--- src/hdl/rvx_pkg.sv ---
// Shared types, opcodes and decode helpers for the RV32I execute block.
`default_nettype none

package rvx_pkg;

  localparam int NUM_REGS_DEF   = 32;
  localparam int DMEM_WORDS_DEF = 4096;

  // Command codes of an input transaction
  localparam logic [1:0] CMD_EXEC = 2'd0;
  localparam logic [1:0] CMD_WREG = 2'd1;
  localparam logic [1:0] CMD_RREG = 2'd2;

  // Fault codes
  localparam logic [1:0] FLT_NONE     = 2'd0;
  localparam logic [1:0] FLT_ILLEGAL  = 2'd1;
  localparam logic [1:0] FLT_MISALIGN = 2'd2;

  // Configuration register indexes
  localparam logic [1:0] CFG_RESET_PC  = 2'd0;
  localparam logic [1:0] CFG_STACK_TOP = 2'd1;
  localparam logic [1:0] CFG_PROG_WORDS = 2'd2;
  localparam logic [1:0] CFG_DATA_BASE = 2'd3;

  localparam logic [4:0] SP_REG = 5'd2;

  // Major opcodes
  localparam logic [6:0] OP_REG    = 7'h33;
  localparam logic [6:0] OP_IMM    = 7'h13;
  localparam logic [6:0] OP_LOAD   = 7'h03;
  localparam logic [6:0] OP_STORE  = 7'h23;
  localparam logic [6:0] OP_BRANCH = 7'h63;
  localparam logic [6:0] OP_JAL    = 7'h6f;

  // funct3 codes
  localparam logic [2:0] F3_ADD  = 3'd0;
  localparam logic [2:0] F3_SLL  = 3'd1;
  localparam logic [2:0] F3_SLT  = 3'd2;
  localparam logic [2:0] F3_SLTU = 3'd3;
  localparam logic [2:0] F3_XOR  = 3'd4;
  localparam logic [2:0] F3_SR   = 3'd5;
  localparam logic [2:0] F3_OR   = 3'd6;
  localparam logic [2:0] F3_AND  = 3'd7;

  localparam logic [2:0] F3_LB  = 3'd0;
  localparam logic [2:0] F3_LH  = 3'd1;
  localparam logic [2:0] F3_LW  = 3'd2;
  localparam logic [2:0] F3_LBU = 3'd4;
  localparam logic [2:0] F3_LHU = 3'd5;

  localparam logic [2:0] F3_SB = 3'd0;
  localparam logic [2:0] F3_SH = 3'd1;
  localparam logic [2:0] F3_SW = 3'd2;

  localparam logic [2:0] F3_BEQ  = 3'd0;
  localparam logic [2:0] F3_BNE  = 3'd1;
  localparam logic [2:0] F3_BLT  = 3'd4;
  localparam logic [2:0] F3_BGE  = 3'd5;
  localparam logic [2:0] F3_BLTU = 3'd6;
  localparam logic [2:0] F3_BGEU = 3'd7;

  localparam logic [6:0] F7_BASE = 7'h00;
  localparam logic [6:0] F7_ALT  = 7'h20;

  typedef enum logic [2:0] {
    CLS_ALU,
    CLS_LOAD,
    CLS_STORE,
    CLS_BRANCH,
    CLS_JAL,
    CLS_ILLEGAL
  } cls_t;

  // One queued transaction with its instruction class
  typedef struct packed {
    logic [1:0]  command;
    logic [31:0] instr;
    logic [4:0]  reg_index;
    logic [31:0] reg_value;
    cls_t        cls;
  } item_t;

  // Back end status seen by the front end
  typedef struct packed {
    logic ready;
    logic busy;
  } back_stat_t;

  function automatic cls_t classify(input logic [6:0] op);
    cls_t c;
    unique case (op)
      OP_REG, OP_IMM: c = CLS_ALU;
      OP_LOAD:        c = CLS_LOAD;
      OP_STORE:       c = CLS_STORE;
      OP_BRANCH:      c = CLS_BRANCH;
      OP_JAL:         c = CLS_JAL;
      default:        c = CLS_ILLEGAL;
    endcase
    return c;
  endfunction

endpackage

`default_nettype wire

--- src/hdl/rvx_if.sv ---
// Valid/ready channel interfaces for input commands and step results.
`default_nettype none

interface rvx_in_if;
  logic        valid;
  logic        ready;
  logic [1:0]  command;
  logic [31:0] instr;
  logic [4:0]  reg_index;
  logic [31:0] reg_value;
  modport source(output valid, command, instr, reg_index, reg_value, input ready);
  modport sink(input valid, command, instr, reg_index, reg_value, output ready);
endinterface


`default_nettype wire

--- src/hdl/rvx_front.sv ---
// Front end: accept transactions, classify the instruction, queue two deep.
`default_nettype none

module rvx_front (
  input  wire               clk,
  input  wire               rst,
  rvx_in_if.sink            in_ch,
  output logic              q_valid,
  output rvx_pkg::item_t    q_item,
  input  rvx_pkg::back_stat_t stat
);

  rvx_pkg::item_t entries [2];
  logic       wp;
  logic       rp;
  logic [1:0] count;
  logic       push;
  logic       pop;

  assign in_ch.ready = (count != 2'd2) && !stat.busy;
  assign push    = in_ch.valid && in_ch.ready;
  assign q_valid = (count != 2'd0);
  assign pop     = q_valid && stat.ready;
  assign q_item  = entries[rp];

  // Store the classified transaction
  always_ff @(posedge clk) begin
    if (push) begin
      entries[wp].command   <= in_ch.command;
      entries[wp].instr     <= in_ch.instr;
      entries[wp].reg_index <= in_ch.reg_index;
      entries[wp].reg_value <= in_ch.reg_value;
      entries[wp].cls       <= rvx_pkg::classify(in_ch.instr[6:0]);
    end
  end

  // Advance pointers and count
  always_ff @(posedge clk) begin
    if (rst) begin
      wp    <= 1'b0;
      rp    <= 1'b0;
      count <= 2'd0;
    end else begin
      if (push) wp <= ~wp;
      if (pop)  rp <= ~rp;
      count <= count + 2'(push) - 2'(pop);
    end
  end

endmodule

`default_nettype wire

--- src/flat_wrapper.sv ---
// flat-port wrapper written by rule: the top's interface ports become plain ports
module rvx_front_flat 
  (clk, rst, q_valid, q_item, stat, in_ch_valid, in_ch_command, in_ch_instr, in_ch_reg_index, in_ch_reg_value, in_ch_ready);
  rvx_in_if in_ch_i ();
  input  wire clk;
  input  wire rst;
  output logic q_valid;
  output rvx_pkg::item_t q_item;
  input  rvx_pkg::back_stat_t stat;
  input wire logic [$bits(in_ch_i.valid)-1:0] in_ch_valid;
  input wire logic [$bits(in_ch_i.command)-1:0] in_ch_command;
  input wire logic [$bits(in_ch_i.instr)-1:0] in_ch_instr;
  input wire logic [$bits(in_ch_i.reg_index)-1:0] in_ch_reg_index;
  input wire logic [$bits(in_ch_i.reg_value)-1:0] in_ch_reg_value;
  output wire logic [$bits(in_ch_i.ready)-1:0] in_ch_ready;
  assign in_ch_i.valid = in_ch_valid;
  assign in_ch_i.command = in_ch_command;
  assign in_ch_i.instr = in_ch_instr;
  assign in_ch_i.reg_index = in_ch_reg_index;
  assign in_ch_i.reg_value = in_ch_reg_value;
  assign in_ch_ready = in_ch_i.ready;
  rvx_front u_core (.clk(clk), .rst(rst), .in_ch(in_ch_i), .q_valid(q_valid), .q_item(q_item), .stat(stat));
endmodule
--- config.mk ---
export PLATFORM = sky130hd
export DESIGN_NAME = rvx_front_flat
export DESIGN_NICKNAME = d
export VERILOG_FILES = /design/src/hdl/rvx_pkg.sv /design/src/hdl/rvx_if.sv /design/src/hdl/rvx_front.sv /design/src/flat_wrapper.sv
export SDC_FILE = /design/constraint.sdc
export NUM_CORES = 1
export LEC_CHECK = 0
export ABC_AREA = 1
export CAP_MARGIN = 20
export CORE_ASPECT_RATIO = 0.5
export CORE_MARGIN = 4
export CORE_UTILIZATION = 40
export DETAILED_ROUTE_END_ITERATION = 10
export DONT_BUFFER_PORTS = 1
export SKIP_LAST_GASP = 1
export SLEW_MARGIN = 25
export SYNTH_ARGS = -nofsm -noshare
export SYNTH_HDL_FRONTEND = slang
export SYNTH_SLANG_ARGS = --single-unit
--- constraint.sdc ---
create_clock -name clk -period 6.5 [get_ports clk]
set_input_delay 0.65 -clock clk [delete_from_list [all_inputs] [get_ports clk]]
set_output_delay 0.65 -clock clk [all_outputs]
set_load 0.005 [all_outputs]
==> results.rst, run 1 <==
.. list-table::
   :header-rows: 1

   * - Metric
     - Value
   * - Synthesized-area fraction occupied by adder cells
     - less than 1%
   * - Layout cell share with drive strength beyond 1
     - between 30% and 40%
   * - Tcrit/Tclk final
     - 45.3%
   * - Max-cap viol count
     - 0
   * - IO Pins
     - 152
   * - WP data arrival
     - 2300 ps
   * - Worst vdd ir
     - 179 uV
   * - Highest-count cells in the layout ignoring fill and taps
     - edfxtp_1, mux2_4, clkbuf_16
   * - Clock tree from TritonCTS
     - built
   * - Synthesized area per cell
     - 20.4 um^2
   * - Clock transition at path regs
     - 60 ps
   * - Yosys reg bits
     - 153
   * - Longest individual stage delay on the worst path
     - 710 ps
   * - Max-slew headroom at the worst pin
     - about half
   * - Largest net degree at the start of global routing
     - 44
   * - CTS HTree Levels
     - 4
   * - Post-route clock skew
     - 6.57 ps
   * - Net count after synthesis
     - between 300 and 400
   * - DRT Pass-1 Iters
     - 3
   * - Highest fanout seen on the critical path
     - between 40 and 50
   * - Mapped cell area
     - between 5000 and 6000 um^2
   * - Clock buffers created by TritonCTS
     - 17
   * - Distinct cells, synth
     - 16
   * - Die Wd
     - 180 um
   * - Diode insertion count for antenna repair
     - 0
   * - Proportion of synthesized area in mux cells
     - 17.8%
   * - Weighted congestion at the end of routability-driven global placement
     - 0.711
   * - Data required time of the worst path
     - 5850 ps
   * - Prevailing post-synth register cell
     - edfxtp_1
   * - Kind of start point of the critical path
     - flop
   * - Number of warnings issued by yosys
     - 0
   * - Detail-routed net length per standard cell
     - approximately 19 um
   * - Setup repair after global routing missed its margin
     - no
   * - Initial DRC count
     - 100
   * - Count of port buffers added during placement
     - 0
   * - DR vias
     - around 2,400
   * - Area growth from synthesis to final layout
     - 15.6%
   * - Number of setup violations in the final report
     - 0
   * - Total count of hold-check failures in the final report
     - 0
   * - Number of global-route vias before repair
     - 2,690
   * - Clock latency reported for the late side of the worst-skew pair
     - 400 ps
   * - Most common cell after layout, fill and taps aside
     - edfxtp_1
   * - Sink Count
     - 153
   * - CTS Root Cell
     - clkbuf_16
   * - Global-route wire length before repair
     - 14,800 um
   * - Initial Util
     - around two fifths
   * - Number of antenna violations at the first check in global routing
     - 0
   * - Leakage power summed over all cells
     - 2.40 nW
   * - Element type at the critical path end
     - output port
   * - Area fraction in compound gates after synthesis
     - 0.590%
   * - Detail Placement HPWL
     - ~6800 um
   * - Simple-gate share of the synthesized area
     - 2.09%
   * - Xor and xnor area share after synthesis
     - 0.148%
   * - Post-CTS resize count
     - 0
   * - Layout net count
     - a little under 400
   * - Portion of the post-synthesis area used by sequential elements
     - 76.6%
   * - Global router's overall resource usage
     - 11.6%
   * - Final Routed Wirelength
     - approximately 9900 um
   * - # hold bufs at CTS
     - 0
   * - Chip height
     - roughly 94 um
   * - Type of the worst min-delay path
     - in -> reg
   * - Highest clock frequency the design can meet
     - 340 MHz
   * - Slowest CP cell
     - buf_4
   * - Final core occ
     - 47.3%
   * - Cell Rows
     - 31
   * - Bufs on Longest Clock Path
     - 2
   * - Residual antenna-violating net count after detailed routing
     - 0
   * - Proportion of register bits with asynchronous set or reset after synthesis
     - 0%
   * - Setup TNS
     - 0 ps
   * - Area of the die
     - 17,000 um^2
   * - Core Box Area
     - 14,500 um^2
   * - Cell count after synthesis
     - around 290
   * - Crit Path Category
     - reg -> out
   * - Power per Cell Area
     - ~380 nW/um^2
   * - Final Max Slew Viols
     - 0
   * - Status
     - completed
   * - Residual DRC
     - 0
   * - Critical path, cell by cell
     - buf_4 > mux2_2
   * - Dominant combinational cell family by area after synthesis
     - multiplexers
   * - Post-CTS setup-driven buffer insertion count
     - 0
   * - Via-per-instance ratio
     - 4.66
   * - EDFF count, synth
     - 148
   * - Transition time of the tightest slew-check pin
     - 771 ps
   * - Tmin final
     - 2950 ps
   * - Total congestion overflow after global routing
     - 0
flip-flops by register name (all words and copies together) (netlist names), named ones only:
register        cells
u_core.rp           1
u_core.entries    148
u_core.count        2
u_core.wp           1
per-stage QoR:
step                worst slack [ps]  cells  power (mW)  cell area, um^2  hold WS [ps]
CTS                             3500    516        2.66             6810           289
floorplan                       2020    291        1.51             5940           447
global placement                3700    484        1.54             6140           457
finish                          3550    518        2.62             6860           308
detailed placement              3570    484        1.56             6140           461
global route                    3410    518        2.73             6860           283
power breakdown:
| part | internal [mW] | leakage, nW | total [mW] | switching [mW] |
|---|---|---|---|---|
| Sequential | 1.16 | 1.39 | 1.20 | 0.0405 |
| Combinational | 0.178 | 0.683 | 0.332 | 0.155 |
| Clock | 0.722 | 0.327 | 1.09 | 0.373 |
cell families after synthesis:
| kind of cell | Yosys count |
|---|---|
| AOI/OAI and AO/OA | 7 |
| xor gates and xnor gates | 1 |
| adders and majority gates | 2 |
| buffers and inverters | 23 |
| DFF | 153 |
| muxes | 74 |
| and+or+nand+nor | 31 |
worst max-delay path, delay by kind of cell (launching register included):
family   cells  cell delay [ps]
buf+inv      1              710
flops        1              680
mux          1              430
per-layer routing:
metal	up-vias	GRT usage, %	wire length [um]
met5	-	0	0
met3	4	5.65	763
met1	1207	11.1	3470
met2	68	22.5	5600
met4	0	3.21	46
li1	1136	-	-
final timing paths:
kind / start / end / depth (start not counted) / slack, ps
max: flop / q_item[24] / 2 / 3550
min: rst / u_core.count[0]$_SDFF_PP0_ / 1 / 310
max reg2reg: u_core.count[0]$_SDFF_PP0_ / u_core.entries[1][38]$_DFFE_PP_ / 5 / 4220
min reg2reg: u_core.rp$_SDFFE_PP0P_ / flop / 2 / 480
layout make-up:
type,count,area [um^2]
Clock buffer,17,425
Clock inverter,15,245
Fill cell,1229,7650
Inverter,15,56.3
Multi-Input combinational cell,115,1270
Sequential cell,153,4550
Tap cell,198,248
Timing Repair Buffer,5,70.1
Yosys cell counts (2+ instances only):
library cell,number,area (um^2)
inv_1,15,56.3
dfxtp_1,5,100
mux2_4,60,901
a21oi_1,3,15.0
nor3_1,2,10.0
nand2_1,15,56.3
ha_1,2,25.0
buf_6,7,78.8
mux2_2,14,158
edfxtp_1,148,4440
nor2_1,12,45.0
o21ai_0,4,20.0
(Power assumes the default switching activity.)
==> inputs of run 2 (changes only) <==
clock period = 2.45 ns   (was 6.5 ns; I/O delays follow)
==> run 2 against run 1 <==
  * Worst hold slack got worse by 260 ps
  * Clock skew increased by 2.4 ps
  * Combinational power grew to 3.2 times the previous value
  * Die area is the same
  * Via count is 13% higher
  * Highest routed layer unchanged
  * Core utilization increased by 4.1 points
  * Largest power group unchanged
  * Critical path depth unchanged
==> results.rst, run 2 (synthesized netlist as in run 1, its figures left out) <==
.. list-table::
   :header-rows: 1

   * - Metric
     - Value
   * - Sequential cell area
     - 4550 um^2 (unchanged)
   * - Clock transition at path regs
     - 60 ps (about the same)
   * - Met2 WL
     - 6070 um (was 5600 um)
   * - Max reg flops
     - 148 (unchanged)
   * - Bufs on Longest Clock Path
     - 2 (unchanged)
   * - Most common cell after layout, fill and taps aside
     - edfxtp_1 (unchanged)
   * - Power per Cell Area
     - 892 nW/um^2 (was 382 nW/um^2)
   * - Buffering stage count on the worst path with inverters included
     - 1 (unchanged)
   * - Multi-input logic area
     - 1270 um^2 (unchanged)
   * - Cell family with the largest share of critical-path delay
     - flip-flops (was buffers and inverters)
   * - Worst reg2reg setup slack
     - 680 ps (was 4220 ps)
   * - Total count of hold-check failures in the final report
     - 0 (unchanged)
   * - CTS Root Cell
     - clkbuf_16 (unchanged)
   * - IO Pins
     - 152 (unchanged)
   * - Data required time of the worst path
     - 2200 ps (was 5850 ps)
   * - Cell count of the worst reg-to-reg path
     - 11 (was 5)
   * - Clock latency reported for the late side of the worst-skew pair
     - 400 ps (about the same)
   * - Transition time of the tightest slew-check pin
     - 586 ps (was 771 ps)
   * - Number of antenna violations at the first check in global routing
     - 0 (unchanged)
   * - Number of cells on the worst hold path
     - 3 (was 1)
   * - Detail-routed net length per standard cell
     - 18.1 um (was 19.1 um)
   * - Count of port buffers added during placement
     - 0 (unchanged)
   * - Longest individual stage delay on the worst path
     - 470 ps (was 710 ps)
   * - Via-per-instance ratio
     - 4.65 (was 4.66)
   * - Number of setup violations in the final report
     - 0 (unchanged)
   * - Clock buffers created by TritonCTS
     - 17 (unchanged)
   * - Element type at the critical path end
     - output port (unchanged)
   * - DRT Pass-1 Iters
     - 6 (was 3)
   * - WP data arrival
     - 1700 ps (was 2300 ps)
   * - Core Box Area
     - 14,500 um^2 (unchanged)
   * - Reg-to-reg endpoint
     - u_core.count[1]$_SDFF_PP0_ (was u_core.entries[1][38]$_DFFE_PP_)
   * - Detail Placement HPWL
     - 6970 um (was 6790 um)
   * - Endpoint of the worst hold-timing path
     - u_core.wp$_SDFFE_PP0P_ (was u_core.count[0]$_SDFF_PP0_)
   * - Highest fanout seen on the critical path
     - 22 (was 43)
   * - Highest-count cells in the layout ignoring fill and taps
     - edfxtp_1, dlygate4sd3_1, mux2_4 (was edfxtp_1, mux2_4, clkbuf_16)
   * - Initial Util
     - 40.9% (unchanged)
   * - Initial DRC count
     - 123 (was 100)
   * - Worst vdd ir
     - 410 uV (was 179 uV)
   * - Diode insertion count for antenna repair
     - 0 (unchanged)
   * - Regs by FF count
     - u_core.entries x148, u_core.count x2 (unchanged)
   * - Wire length on met3
     - 530 um (was 763 um)
   * - Tcrit/Tclk final
     - 79.4%
   * - Layout cell share with drive strength beyond 1
     - 28.6% (was 35.0%)
   * - Residual DRC
     - 0 (unchanged)
   * - # placed instances
     - 487 (was 484)
   * - Highest clock frequency the design can meet
     - 514 MHz
   * - Die Wd
     - 180 um (unchanged)
   * - Area of the die
     - 17,000 um^2 (unchanged)
   * - Clock tree from TritonCTS
     - built (unchanged)
   * - Max-cap viol count
     - 0 (unchanged)
   * - Chip height
     - 94.1 um (unchanged)
   * - Kind of start point of the critical path
     - flop (unchanged)
   * - CTS HTree Levels
     - 4 (unchanged)
   * - Post-route non-filler standard cell count
     - 590 (was 518)
   * - Met1 Wirelength
     - 3970 um (was 3470 um)
   * - Sink Count
     - 153 (unchanged)
   * - Global-route wire length before repair
     - 16,200 um (was 14,800 um)
   * - Number of global-route vias before repair
     - 3,061 (was 2,690)
   * - Tmin final
     - 1940 ps
   * - Status
     - completed (unchanged)
   * - Area growth from synthesis to final layout
     - 25.7% (was 15.6%)
   * - Most flop-heavy register
     - u_core.entries (unchanged)
   * - Final Routed Wirelength
     - 10,700 um (was 9870 um)
   * - Type of the worst min-delay path
     - in -> reg (unchanged)
   * - Residual antenna-violating net count after detailed routing
     - 0 (unchanged)
   * - Post-route clock skew
     - 8.95 ps (was 6.57 ps)
   * - Global router's overall resource usage
     - 12.5% (was 11.6%)
   * - Setup TNS
     - 0 ps (unchanged)
   * - DR vias
     - 2,741 (was 2,415)
   * - Leakage power summed over all cells
     - 2.64 nW (was 2.40 nW)
   * - Slowest CP cell
     - dfxtp_4 (was buf_4)
   * - Largest net degree at the start of global routing
     - 44 (unchanged)
   * - Start point of the worst min-delay path
     - rst (unchanged)
   * - Setup repair after global routing missed its margin
     - no (unchanged)
   * - Fill cell total of the finished layout
     - 1,170 (was 1,229)
   * - Total congestion overflow after global routing
     - 0 (unchanged)
   * - Post-CTS setup-driven buffer insertion count
     - 0 (unchanged)
   * - Layout net count
     - 458 (was 385)
   * - Weighted congestion at the end of routability-driven global placement
     - 0.711 (about the same)
   * - Crit Path Category
     - reg -> out (unchanged)
   * - Max-slew headroom at the worst pin
     - 60.9% (was 48.6%)
   * - Critical path, cell by cell
     - buf_4 > mux2_2 (unchanged)
   * - Final Max Slew Viols
     - 0 (unchanged)
   * - Crit Reg-Reg Startpoint
     - u_core.count[1]$_SDFF_PP0_ (was u_core.count[0]$_SDFF_PP0_)
   * - Uppermost layer routed
     - met4 (unchanged)
   * - Cell Rows
     - 31 (unchanged)
## run 2: cell count changes in the layout (fill, tap and decap cells not counted), sizes merged
cell,before,now
buf,5,6
bufinv,6,2
clkbuf,17,19
clkinv,6,7
clkinvlp,0,3
dlygate4sd3,0,72
inv,18,15
## run 2: cell type report
cell class / count / share of cell area, %
clock buffer: 19 / 5.80
multi-input combinational: 115 / 17.0
tap: 198 / 3.32
sequential: 153 / 61.0
clock inverter: 12 / 1.73
timing repair buffer: 78 / 10.4
inverter: 15 / 0.755
## run 2: stage by stage
stage | setup slack [ps] | power, mW | instance area (um^2) | hold slack, ps | util (%)
2_1_floorplan | -488 | 4.00 | 5940 | 316 | -
5_1_grt | 431 | 6.95 | 7460 | 57.4 | 51.4
3_5_place_dp | 708 | 4.16 | 6180 | 325 | 42.6
3_3_place_gp | 788 | 4.11 | 6180 | 318 | 42.6
6_report | 506 | 6.65 | 7460 | 46.9 | 51.4
4_1_cts | 479 | 6.75 | 7460 | 29.0 | 51.4
## run 2: worst register-to-register path: stages, from the launching register on
cell and delay [ps]:
dfxtp_1 330, inv_1 110, nand2_1 110, nand2_1 120, inv_1 60, ha_1 290, inv_1 40, ha_1 180
xnor2_1 210, nand2_1 100, nand2_1 80, nor2_1 50
## run 2: worst max path at each step
stage / startpoint / to / slack, ps / cells past startpoint
after floorplan: u_core.count[0]$_SDFF_PP0_ / u_core.entries[1][0]$_DFFE_PP_ / -490 / 4
after global placement: u_core.count[0]$_SDFF_PP0_ / u_core.entries[1][8]$_DFFE_PP_ / 790 / 5
after detailed placement: u_core.count[0]$_SDFF_PP0_ / u_core.entries[1][8]$_DFFE_PP_ / 710 / 5
after CTS: flop / q_item[28] / 480 / 2
after global routing: flop / q_item[28] / 430 / 2
final: flop / q_item[28] / 510 / 2
## run 2: repair_timing
item,CTS,global route
resized for setup,0,0
endpoints found under the hold margin,143,0
hold buffers,72,0
## run 2: where the power goes
| part | internal [mW] | switching (mW) |
|---|---|---|
| Sequential | 3.07 | 0.0677 |
| Combinational | 0.554 | 0.503 |
| Clock | 1.49 | 0.970 |
## run 2: routing by layer
layer  global-route usage [%]  vias up
li1                         -     1282
met1                     12.5     1379
met5                        0        -
met4                     4.03        0
met2                     24.8       72
met3                     3.98        8
